## src/rtl/core/pfde_pkg.sv

```systemverilog
package pfde_pkg;

  localparam int PanelWidth  = 128;
  localparam int PanelHeight = 64;
  localparam int StoreBytes  = 1024;
  localparam int AddrW       = 10;

  typedef enum logic [2:0] {
    OP_PIXEL = 3'd0,
    OP_HLINE = 3'd1,
    OP_VLINE = 3'd2,
    OP_CLEAR = 3'd3,
    OP_WRITE = 3'd4,
    OP_READ  = 3'd5,
    OP_TAKE  = 3'd6,
    OP_NONE  = 3'd7
  } op_e;

  typedef enum logic [1:0] {
    COL_SET = 2'd0,
    COL_CLR = 2'd1,
    COL_INV = 2'd2,
    COL_KEEP = 2'd3
  } color_e;

  typedef enum logic [2:0] {
    ST_IDLE,
    ST_CLEAR,
    ST_RD,
    ST_WAIT,
    ST_WR,
    ST_DONE,
    ST_OUT
  } state_e;

  // Controller to datapath commands.
  typedef struct packed {
    logic load;       // capture the command and set up the run
    logic clr_step;   // write zero at the sweep address
    logic wr;         // write the modified byte, or the supplied byte for a write
    logic adv;        // advance to the next byte of the run
    logic finish;     // update dirty window and build the result
  } cmd_t;

  // Datapath to controller status.
  typedef struct packed {
    logic clr_last;   // sweep at its last address
    logic run_empty;  // no byte to touch
    logic run_last;   // current byte is the last of the run
  } stat_t;

endpackage

```

## src/rtl/core/pfde_ctrl.sv

```systemverilog
module pfde_ctrl (
  input  logic             clk_i,
  input  logic             rst_ni,
  input  logic             in_valid_i,
  output logic             in_ready_o,
  output logic             out_valid_o,
  input  logic             out_ready_i,
  input  logic [2:0]       op_i,
  input  pfde_pkg::stat_t  stat_i,
  output pfde_pkg::cmd_t   cmd_o
);
  import pfde_pkg::*;

  state_e state_q, state_d;
  op_e    op_q;

  // Hold the captured operation.
  always_ff @(posedge clk_i or negedge rst_ni) begin
    if (!rst_ni) begin
      state_q <= ST_CLEAR;
      op_q    <= OP_NONE;
    end else begin
      state_q <= state_d;
      if (in_valid_i && in_ready_o) op_q <= op_e'(op_i);
    end
  end

  // Next state.
  always_comb begin
    state_d = state_q;
    unique case (state_q)
      ST_IDLE: if (in_valid_i) begin
        unique case (op_e'(op_i))
          OP_CLEAR: state_d = ST_CLEAR;
          OP_PIXEL, OP_HLINE, OP_VLINE: state_d = ST_WAIT;
          OP_WRITE: state_d = ST_WR;
          OP_READ: state_d = ST_RD;
          default: state_d = ST_DONE;
        endcase
      end
      // The sweep after reset has no item behind it and returns to idle.
      ST_CLEAR: if (stat_i.clr_last) state_d = (op_q == OP_CLEAR) ? ST_DONE : ST_IDLE;
      ST_WAIT:  state_d = stat_i.run_empty ? ST_DONE : ST_RD;
      ST_RD:    state_d = (op_q == OP_READ) ? ST_DONE : ST_WR;
      ST_WR: begin
        if (op_q == OP_WRITE || stat_i.run_last) state_d = ST_DONE;
        else state_d = ST_RD;
      end
      ST_DONE:  state_d = ST_OUT;
      ST_OUT:   if (out_ready_i) state_d = ST_IDLE;
      default:  state_d = ST_IDLE;
    endcase
  end

  // Outputs.
  always_comb begin
    cmd_o       = '0;
    in_ready_o  = 1'b0;
    out_valid_o = 1'b0;
    unique case (state_q)
      ST_IDLE: begin
        in_ready_o = 1'b1;
        cmd_o.load = in_valid_i;
      end
      ST_CLEAR: cmd_o.clr_step = 1'b1;
      ST_WR: begin
        cmd_o.wr  = 1'b1;
        cmd_o.adv = 1'b1;
      end
      ST_DONE:  cmd_o.finish = 1'b1;
      ST_OUT:   out_valid_o = 1'b1;
      default:  ;
    endcase
  end
endmodule

```

## config.mk

```make
export PLATFORM = sky130hd
export DESIGN_NAME = pfde_ctrl
export DESIGN_NICKNAME = d
export VERILOG_FILES = /design/src/rtl/core/pfde_pkg.sv /design/src/rtl/core/pfde_ctrl.sv
export SDC_FILE = /design/constraint.sdc
export NUM_CORES = 1
export LEC_CHECK = 0
export BUFFER_PORTS_ARGS = -buffer_cell sky130_fd_sc_hd__buf_4
export CAP_MARGIN = 20
export CORE_AREA = 3 3 40 42
export CTS_BUF_LIST = sky130_fd_sc_hd__clkbuf_4 sky130_fd_sc_hd__clkbuf_8
export DETAILED_ROUTE_END_ITERATION = 10
export DIE_AREA = 0 0 43 45
export GPL_TIMING_DRIVEN = 0
export MAX_ROUTING_LAYER = met4
export PLACE_DENSITY_LB_ADDON = 0.15
export SYNTH_ARGS = -nofsm -noshare
export SYNTH_HDL_FRONTEND = slang
export SYNTH_SLANG_ARGS = --single-unit
```

## constraint.sdc

```tcl
create_clock -name clk_i -period 1.25 [get_ports clk_i]
set_input_delay 0.25 -clock clk_i [delete_from_list [all_inputs] [get_ports clk_i]]
set_output_delay 0.25 -clock clk_i [all_outputs]
set_load 0.02 [all_outputs]
```

==> flow_summary.json, run 1 <==
{
  "syn_nets": 66,
  "synth_top_area_share_pct": 20.84,
  "power_uw": 2355,
  "async_reset_ff_share_pct": 100.0,
  "synth_edf_count": 0,
  "required_ns": 1.00,
  "grt_pass1_wl_um": 2076,
  "yosys_warnings": 0,
  "n_antenna_cell": 0,
  "hold_end": "op_q[0]",
  "path_max_fanout": 7,
  "die-area_um2": 1935,
  "rrSetupSlack_ns": -0.15,
  "period_needed_ns": 1.502,
  "fp-row-count": 13,
  "synth-main-ff-cell": "dfstp_2",
  "vias_per_cell": 5.175,
  "cts.sink_count": 6,
  "dr.pass1.iters": 4,
  "ant_nets": 0,
  "drc": 0,
  "avgSynthCellArea_um2": 9.004,
  "critical_path_class": "reg2out",
  "post-route-period-util_pct": 120.2,
  "yosysUniqueCellTypes": 27,
  "gp_congestion": 0.8213,
  "post-place-ws_ns": -0.2163,
  "min_path_cells": 2,
  "placed_area_um2": 664.4,
  "top_layer": "met3",
  "track_usage_pct": 14.94,
  "met3RoutedLength_um": 77,
  "worst_slack_ns": -0.2522,
  "grt_pass1_vias": 507,
  "ys_top_cells_by_area": "dfstp_2 21%, dfrtp_1 9.9%, mux2_4 8.9%",
  "nets": 99,
  "met2_length_um": 776,
  "avgRoutedWirePerCell_um": 13.87,
  "antenna_found_initial": 0,
  "grt_max_degree": 11,
  "synth_commonest_cells": "6 x nor2_1, 5 x o21ai_0, 4 x dfstp_2, 4 x nor3_1",
  "seq_area_frac_synth_pct": 30.77,
  "vdd_drop_max_mv": 1.429,
  "timing.rr.end": "state_q[0]",
  "clk_pin_slew_ns": 0.05,
  "final_hold_viol_count": 0,
  "core_um2": 1285,
  "worst_slew_pin_slew_ns": 0.2487,
  "hp-class": "in2reg",
  "slew_headroom_pct": 83.24,
  "grt_overflow": 0,
  "drt_wl_total_um": 1429,
  "start_util_pct": 39.24,
  "r2r_start": "state_q[1]",
  "ys_ff_latch": 6,
  "design_area_um2": 867.1,
  "io_buffers": 16,
  "cts_tree": "done",
  "dp_hpwl_um": 896.1,
  "layout-drive-gt1-share_pct": 69.32,
  "clkLatencyLatePin_ns": 0.24,
  "cts_max_path_buffers": 2,
  "synthCells": 56,
  "die_w_um": 43,
  "violations": "negative setup slack",
  "yosys.cell_count.top_type": "nor2_1",
  "die_h_um": 45,
  "syn_to_final_growth_pct": 71.96,
  "maxCapViolations": 0,
  "power.density_nw_per_um2": 2716,
  "yosys.area.top_type": "dfstp_2",
  "r2r_cells": 6,
  "drt_iter0_drc": 6,
  "synthesis.area_um2": 504.2,
  "cts_buffers": 3,
  "clockRootBuffer": "clkbuf_4",
  "postLayoutCoreUtil_pct": 67.48,
  "htree_num_levels": 1,
  "fmax_ghz": 0.6657,
  "arrival_ns": 1.25,
  "ioPinCount": 17,
  "p_leak_uw": 0.0003791,
  "final-setup-viol-count": 13,
  "met1Wirelength_um": 575,
  "fin_skew_ns": 0.005320,
  "num_vias": 533,
  "critPathLaunchType": "register",
  "crit_path_end_kind": "output port",
  "worstHoldStart": "op_i[0]",
  "status": "finished, violations left",
  "rsz0062_at_grt": "yes",
  "slew_viol_final": 0
}
## per-stage QoR
step / hold slack [ns] / TNS (ns) / std cells
2_1_floorplan: -0.04559 / -0.8907 / 56
3_3_place_gp: 0.05663 / -0.9864 / 87
3_5_place_dp: 0.05913 / -1.001 / 87
4_1_cts: 0.2409 / -2.024 / 101
5_1_grt: 0.2406 / -2.550 / 103
6_report: 0.2573 / -1.925 / 103
## per-layer routing
layer,global-route usage (%),vias up
li1,-,268
met1,16.71,248
met2,25.15,17
met3,4.781,0
met4,5.422,0
met5,-,-
## flip-flops by register name (all words and copies together), names as in the netlist
| signal | flops |
|---|---|
| op_q | 3 |
| state_q | 3 |
## cells in the final DEF, fill, tap and decap left out
cell type	n
a211o_1	1
a211oi_2	1
a21oi_1	2
a21oi_2	1
a311oi_2	1
a31oi_1	2
a32o_2	1
and2_4	1
and3_4	1
buf_4	21
buf_6	11
buf_8	1
clkbuf_4	4
clkinvlp_4	1
dfrtp_1	1
dfrtp_2	1
dfstp_2	4
dlygate4sd3_1	1
inv_4	1
mux2_4	3
nand2_1	2
nand2b_1	3
nand3_1	1
nand3b_1	1
nor2_1	3
nor2_2	3
nor3_1	1
nor3_2	2
nor3_4	2
nor3b_1	2
o21ai_0	3
o21ai_1	2
o2bb2ai_1	1
o32ai_2	1
or2_1	1
## cell type report
cell class,count,area [µm²]
Sequential cell,6,156.4
Inverter,2,13.76
Clock buffer,4,30.03
Timing Repair Buffer,30,261.5
Tap cell,15,18.77
Fill cell,101,417.9
Buffer,4,45.04
Multi-Input combinational cell,42,341.6
## worst max-delay path by stage
stage / slack, ns / to / depth (start not counted) / startpoint
4_1_cts: -0.28 / cmd_o[2] / 5 / state_q[2]
2_1_floorplan: -0.15 / op_q[0] / 5 / state_q[1]
3_3_place_gp: -0.22 / out_valid_o / 4 / state_q[0]
6_report: -0.25 / cmd_o[2] / 4 / state_q[1]
3_5_place_dp: -0.22 / out_valid_o / 4 / state_q[0]
5_1_grt: -0.31 / cmd_o[0] / 4 / state_q[0]
## power breakdown
part           switching [µW]  internal, µW  total [µW]  leakage (µW)
clock network            68.9           142         211     0.0000184
logic                     774           916        1690      0.000295
registers                 106           348         454     0.0000657
total                     949          1410        2360      0.000379
## critical path, cell delays in order (launching register included)
cell and delay (ns):
dfrtp_2 0.44, buf_8 0.15, nor3_4 0.18, buf_4 0.13, buf_6 0.10
## kinds of logic (layout without fill, tap and decap cells)
logic type,after synthesis,in the layout,synth area share [%]
AOI/OAI and AO/OA,16,16,22.33
muxes,3,3,8.932
DFF,6,6,30.77
buffers and inverters,8,40,11.41
and+or+nand+nor,23,23,26.55
## timing repair
action	4_1_cts	5_1_grt
setup buffers	10	4
hold buffers	1	0
gates resized for setup	19	10
pin swaps	9	6
setup endpoints to repair	13	13
endpoints found under the hold margin	6	0
gates cloned	0	0
No activity file was read; power rests on OpenSTA's default activity.
==> run 2, diff against run 1 <==
clock period = 1.7 ns   (was 1.25 ns; I/O delays follow)
==> flow_summary.json, run 2 (synthesis results as in run 1) <==
{
  "path_delay_family": "flip-flops",
  "start_util_pct": 39.24,
  "final_hold_viol_count": 0,
  "use_met1_pct": 17.16,
  "required_ns": 1.36,
  "cp_slowest_stage_delay_ns": 0.57,
  "drt_iter0_drc": 11,
  "critPathSlowestCell": "dfstp_2",
  "fmax_ghz": 0.6071,
  "r2r_cells": 5,
  "dp_hpwl_um": 884.7,
  "path_cells": "buf_6, inv_2, and3_1, buf_4",
  "fp-row-count": 13,
  "fin_cells": 95,
  "ant_nets": 0,
  "syn_to_final_growth_pct": 44.91,
  "arrival_ns": 1.31,
  "r2r_start": "state_q[0]",
  "post-route-period-util_pct": 96.89,
  "crit_buf_inv": 3,
  "final_common_cell": "buf_4",
  "power.density_nw_per_um2": 1924,
  "antenna_found_initial": 0,
  "critPathLaunchType": "register",
  "top_regs": "op_q: 3 flops, state_q: 3 flops",
  "gp_congestion": 0.7853,
  "hold_end": "op_q[0]",
  "drc": 0,
  "rsz0062_at_grt": "no",
  "grt.met3_usage_pct": 1.195,
  "slew_headroom_pct": 83.93,
  "place_inst": 87,
  "vias_per_cell": 5.326,
  "grt_pass1_vias": 452,
  "cts_max_path_buffers": 2,
  "clockRootBuffer": "clkbuf_4",
  "ioPinCount": 17,
  "die_w_um": 43,
  "path_max_fanout": 4,
  "nets": 92,
  "busiest_layer": "met2",
  "dr.pass1.iters": 4,
  "timing.setup.tns_ns": 0,
  "track_usage_pct": 13.20,
  "drt_wl_total_um": 1174,
  "die_h_um": 45,
  "avgRoutedWirePerCell_um": 12.36,
  "critical_path_class": "reg2out",
  "worst_slew_pin_slew_ns": 0.2386,
  "final-setup-viol-count": 0,
  "cts_tree": "done",
  "n_antenna_cell": 0,
  "htree_num_levels": 1,
  "timing.rr.end": "state_q[2]",
  "clkLatencyLatePin_ns": 0.24,
  "min_path_cells": 2,
  "num_vias": 506,
  "clk_pin_slew_ns": 0.04,
  "met2_usage_pct": 19.46,
  "fin_skew_ns": 0.001843,
  "core_um2": 1285,
  "grt_overflow": 0,
  "rrSetupSlack_ns": 0.35,
  "status": "finished clean",
  "grt_max_degree": 11,
  "p_leak_uw": 0.0003286,
  "hp-class": "in2reg",
  "maxCapViolations": 0,
  "io_buffers": 16,
  "slew_viol_final": 0,
  "worstHoldStart": "op_i[0]",
  "grt_pass1_wl_um": 1835,
  "layout-drive-gt1-share_pct": 51.25,
  "crit_path_end_kind": "output port",
  "vdd_drop_max_mv": 0.6793,
  "cts.sink_count": 6,
  "die-area_um2": 1935,
  "mostFrequentLayoutCells": "21 x buf_4, 6 x nor2_1, 5 x buf_6, 5 x o21ai_0, 4 x dfstp_2",
  "cts_buffers": 3,
  "period_needed_ns": 1.647
}
run 2: cell count changes in the layout (fill, tap and decap cells not counted), moves of 2 or more:
cell,change
buf_6,-6
nor2_1,+3
nor2_2,-3
nor3_1,+2
nor3_2,-2
o21ai_0,+2
o21ai_1,-2
run 2: per-stage QoR:
stage	power, µW	instance area [µm²]	util, %	hold WS [ns]	setup slack, ns
2_1_floorplan	940.0	509.2	-	0.04441	0.1141
3_3_place_gp	1155	648.1	50.44	0.1483	0.1684
3_5_place_dp	1158	648.1	50.44	0.1491	0.1800
4_1_cts	1363	710.7	55.31	0.3335	0.01764
5_1_grt	1508	730.7	56.86	0.3389	0.006425
6_report	1406	730.7	56.86	0.3408	0.05287
run 2: power breakdown:
part	total (µW)	internal, µW	switching [µW]
Combinational	948	491	457
Sequential	327	253	73.5
Clock	131	79.8	51.3
run 2: layout make-up:
class / count / area, µm²
Fill cell: 129 / 554.3
Buffer: 6 / 63.81
Sequential cell: 6 / 155.1
Timing Repair Buffer: 21 / 160.2
Inverter: 2 / 7.507
Multi-Input combinational cell: 42 / 302.8
Tap cell: 15 / 18.77
Clock buffer: 3 / 22.52
run 2: what timing repair did:
item                       4_1_cts  5_1_grt
setup endpoints to repair        4        3
hold buffers                     1        0
pin swaps                        1        2
hold endpoints to repair         2        0
buffers inserted                 3        1
resized for setup                2        5
run 2: worst max path at each step:
stage                          start           to  slack [ns]  depth (start not counted)
after global placement    state_q[0]  out_valid_o        0.17                          4
final                     state_q[0]  out_valid_o        0.05                          4
after CTS                 state_q[1]     cmd_o[2]        0.02                          5
after detailed placement  state_q[0]  out_valid_o        0.18                          4
after floorplan           state_q[0]     cmd_o[0]        0.11                          3
after global routing      state_q[2]     cmd_o[2]       0.006                          5
run 2: worst register-to-register path: cells and delay by family, from the launching register on:
kind | cells | cell delay, ns
buf+inv | 2 | 0.27
flops | 1 | 0.57
compound gates | 3 | 0.42
run 2: routing by layer:
layer	up-vias	share of wire, %
met5	-	0
met4	0	1.3
met3	2	4.3
met2	12	47
met1	241	47
li1	251	-
==> run 3, diff against run 2 <==
==> constraint.sdc (replaced) <==
create_clock -name clk_i -period 1.4 [get_ports clk_i]
set_input_delay 0 -clock clk_i [delete_from_list [all_inputs] [get_ports clk_i]]
set_output_delay 0 -clock clk_i [all_outputs]
set_load 0.02 [all_outputs]
==> flow_summary.json, run 3 (synthesis results as in run 1) <==
{
  "die_w_um": 43,
  "antenna_found_initial": 0,
  "dr.pass1.iters": 4,
  "arrival_ns": 1.35,
  "crit_path_end_kind": "output port",
  "final_hold_viol_count": 0,
  "critPathLaunchType": "register",
  "drc": 0,
  "critical_path_class": "reg2out",
  "cts_max_path_buffers": 2,
  "num_vias": 500,
  "grt_max_degree": 11,
  "power_uw": 1643,
  "track_usage_pct": 15.53,
  "die-area_um2": 1935,
  "start_util_pct": 39.24,
  "final_common_cell": "buf_4",
  "avgRoutedWirePerCell_um": 13.43,
  "path_delay_family": "flip-flops",
  "cp_slowest_stage_delay_ns": 0.57,
  "period_needed_ns": 1.349,
  "hp-class": "in2reg",
  "fp-row-count": 13,
  "post-route-period-util_pct": 96.33,
  "cts_tree": "done",
  "crit_buf_inv": 3,
  "n_fill_cell": 128,
  "n_antenna_cell": 0,
  "critPathSlowestCell": "dfstp_2",
  "design_area_um2": 715.7,
  "cts_buffers": 3,
  "clockRootBuffer": "clkbuf_4",
  "status": "finished clean",
  "dp_hpwl_um": 904.9,
  "io_buffers": 16,
  "worst_slack_ns": 0.05145,
  "clk_pin_slew_ns": 0.04,
  "final-setup-viol-count": 0,
  "ant_nets": 0,
  "maxCapViolations": 0,
  "slew_headroom_pct": 83.64,
  "top_regs": "op_q: 3 flops, state_q: 3 flops",
  "syn_to_final_growth_pct": 41.94,
  "rsz0062_at_grt": "no",
  "whs_ns": 0.005992,
  "slew_viol_final": 0,
  "ioPinCount": 17,
  "htree_num_levels": 1,
  "mostFrequentLayoutCells": "20 x buf_4, 6 x nor2_1, 5 x o21ai_0",
  "worst_slew_pin_slew_ns": 0.2428,
  "drt_wl_total_um": 1249,
  "fmax_ghz": 0.7415,
  "vias_per_cell": 5.376,
  "required_ns": 1.40,
  "power.density_nw_per_um2": 2296,
  "gp_congestion": 0.8515,
  "clkLatencyLatePin_ns": 0.25,
  "post-place-ws_ns": 0.1076,
  "timing.setup.tns_ns": 0,
  "path_max_fanout": 8,
  "grt_pass1_wl_um": 2097,
  "layout-drive-gt1-share_pct": 50.00,
  "grt_pass1_vias": 489,
  "grt_overflow": 0,
  "p_leak_uw": 0.0003171,
  "vdd_drop_max_mv": 0.8091,
  "die_h_um": 45,
  "core_um2": 1285,
  "nets": 90,
  "fin_skew_ns": 0.0001109,
  "path_cells": "buf_6, inv_2, and3_1, buf_4",
  "drt_iter0_drc": 3,
  "cts.sink_count": 6,
  "placed_area_um2": 648.1
}
## run 3: cell count changes in the layout (fill, tap and decap cells not counted), sizes merged
cell         change
dlygate4sd3      +1
buf              -3
## run 3: layout make-up
class,instances,area (µm²),area share (%)
plain buffers,5,48.80,6.818
repair buffers,20,155.1,21.68
multi-input cells,42,307.8,43.01
inverters,2,7.507,1.049
flip-flops and latches,6,155.1,21.68
well taps,15,18.77,2.622
clock buffers,3,22.52,3.147
## run 3: path summary, 6_finish.rpt
check                      cells after the start           to  slack [ns]  startpoint
max reg2reg                                    4   state_q[0]        0.10     op_q[0]
min in group asynchronous                      2   state_q[1]        0.09      rst_ni
max                                            4  out_valid_o        0.05  state_q[0]
min                                            2      op_q[2]       0.006     op_i[2]
min reg2reg                                    2   state_q[0]        0.63  state_q[1]
max in group asynchronous                      2   state_q[0]        1.11      rst_ni
## run 3: through the flow
stage	util (%)	instances
after floorplan	-	56
after global placement	50.44	87
after detailed placement	50.44	87
after CTS	54.63	93
after global routing	55.70	93
final	55.70	93
## run 3: power by group
| part | leakage, µW | total (µW) | internal [µW] | switching [µW] |
|---|---|---|---|---|
| Combinational | 0.000236 | 1080 | 537 | 542 |
| Clock | 0.0000138 | 159 | 96.9 | 62.1 |
| Sequential | 0.0000669 | 405 | 308 | 96.9 |
## run 3: routing by layer
metal / share of wire [%] / vias to the layer above / wire length (µm) / GRT usage (%)
met1: 44 / 234 / 550 / 17.40
met5: 0 / - / 0 / -
li1: - / 247 / - / -
met2: 48 / 14 / 603 / 25.45
met3: 3.7 / 5 / 46 / 1.195
met4: 3.8 / 0 / 48 / 12.65
## run 3: repair_timing
| item | CTS | global route |
|---|---|---|
| pin swaps | 0 | 1 |
| buffers inserted | 1 | 1 |
| hold buffers | 2 | 0 |
| gates resized for setup | 1 | 3 |
| setup endpoints to repair | 3 | 5 |
| endpoints found under the hold margin | 7 | 0 |
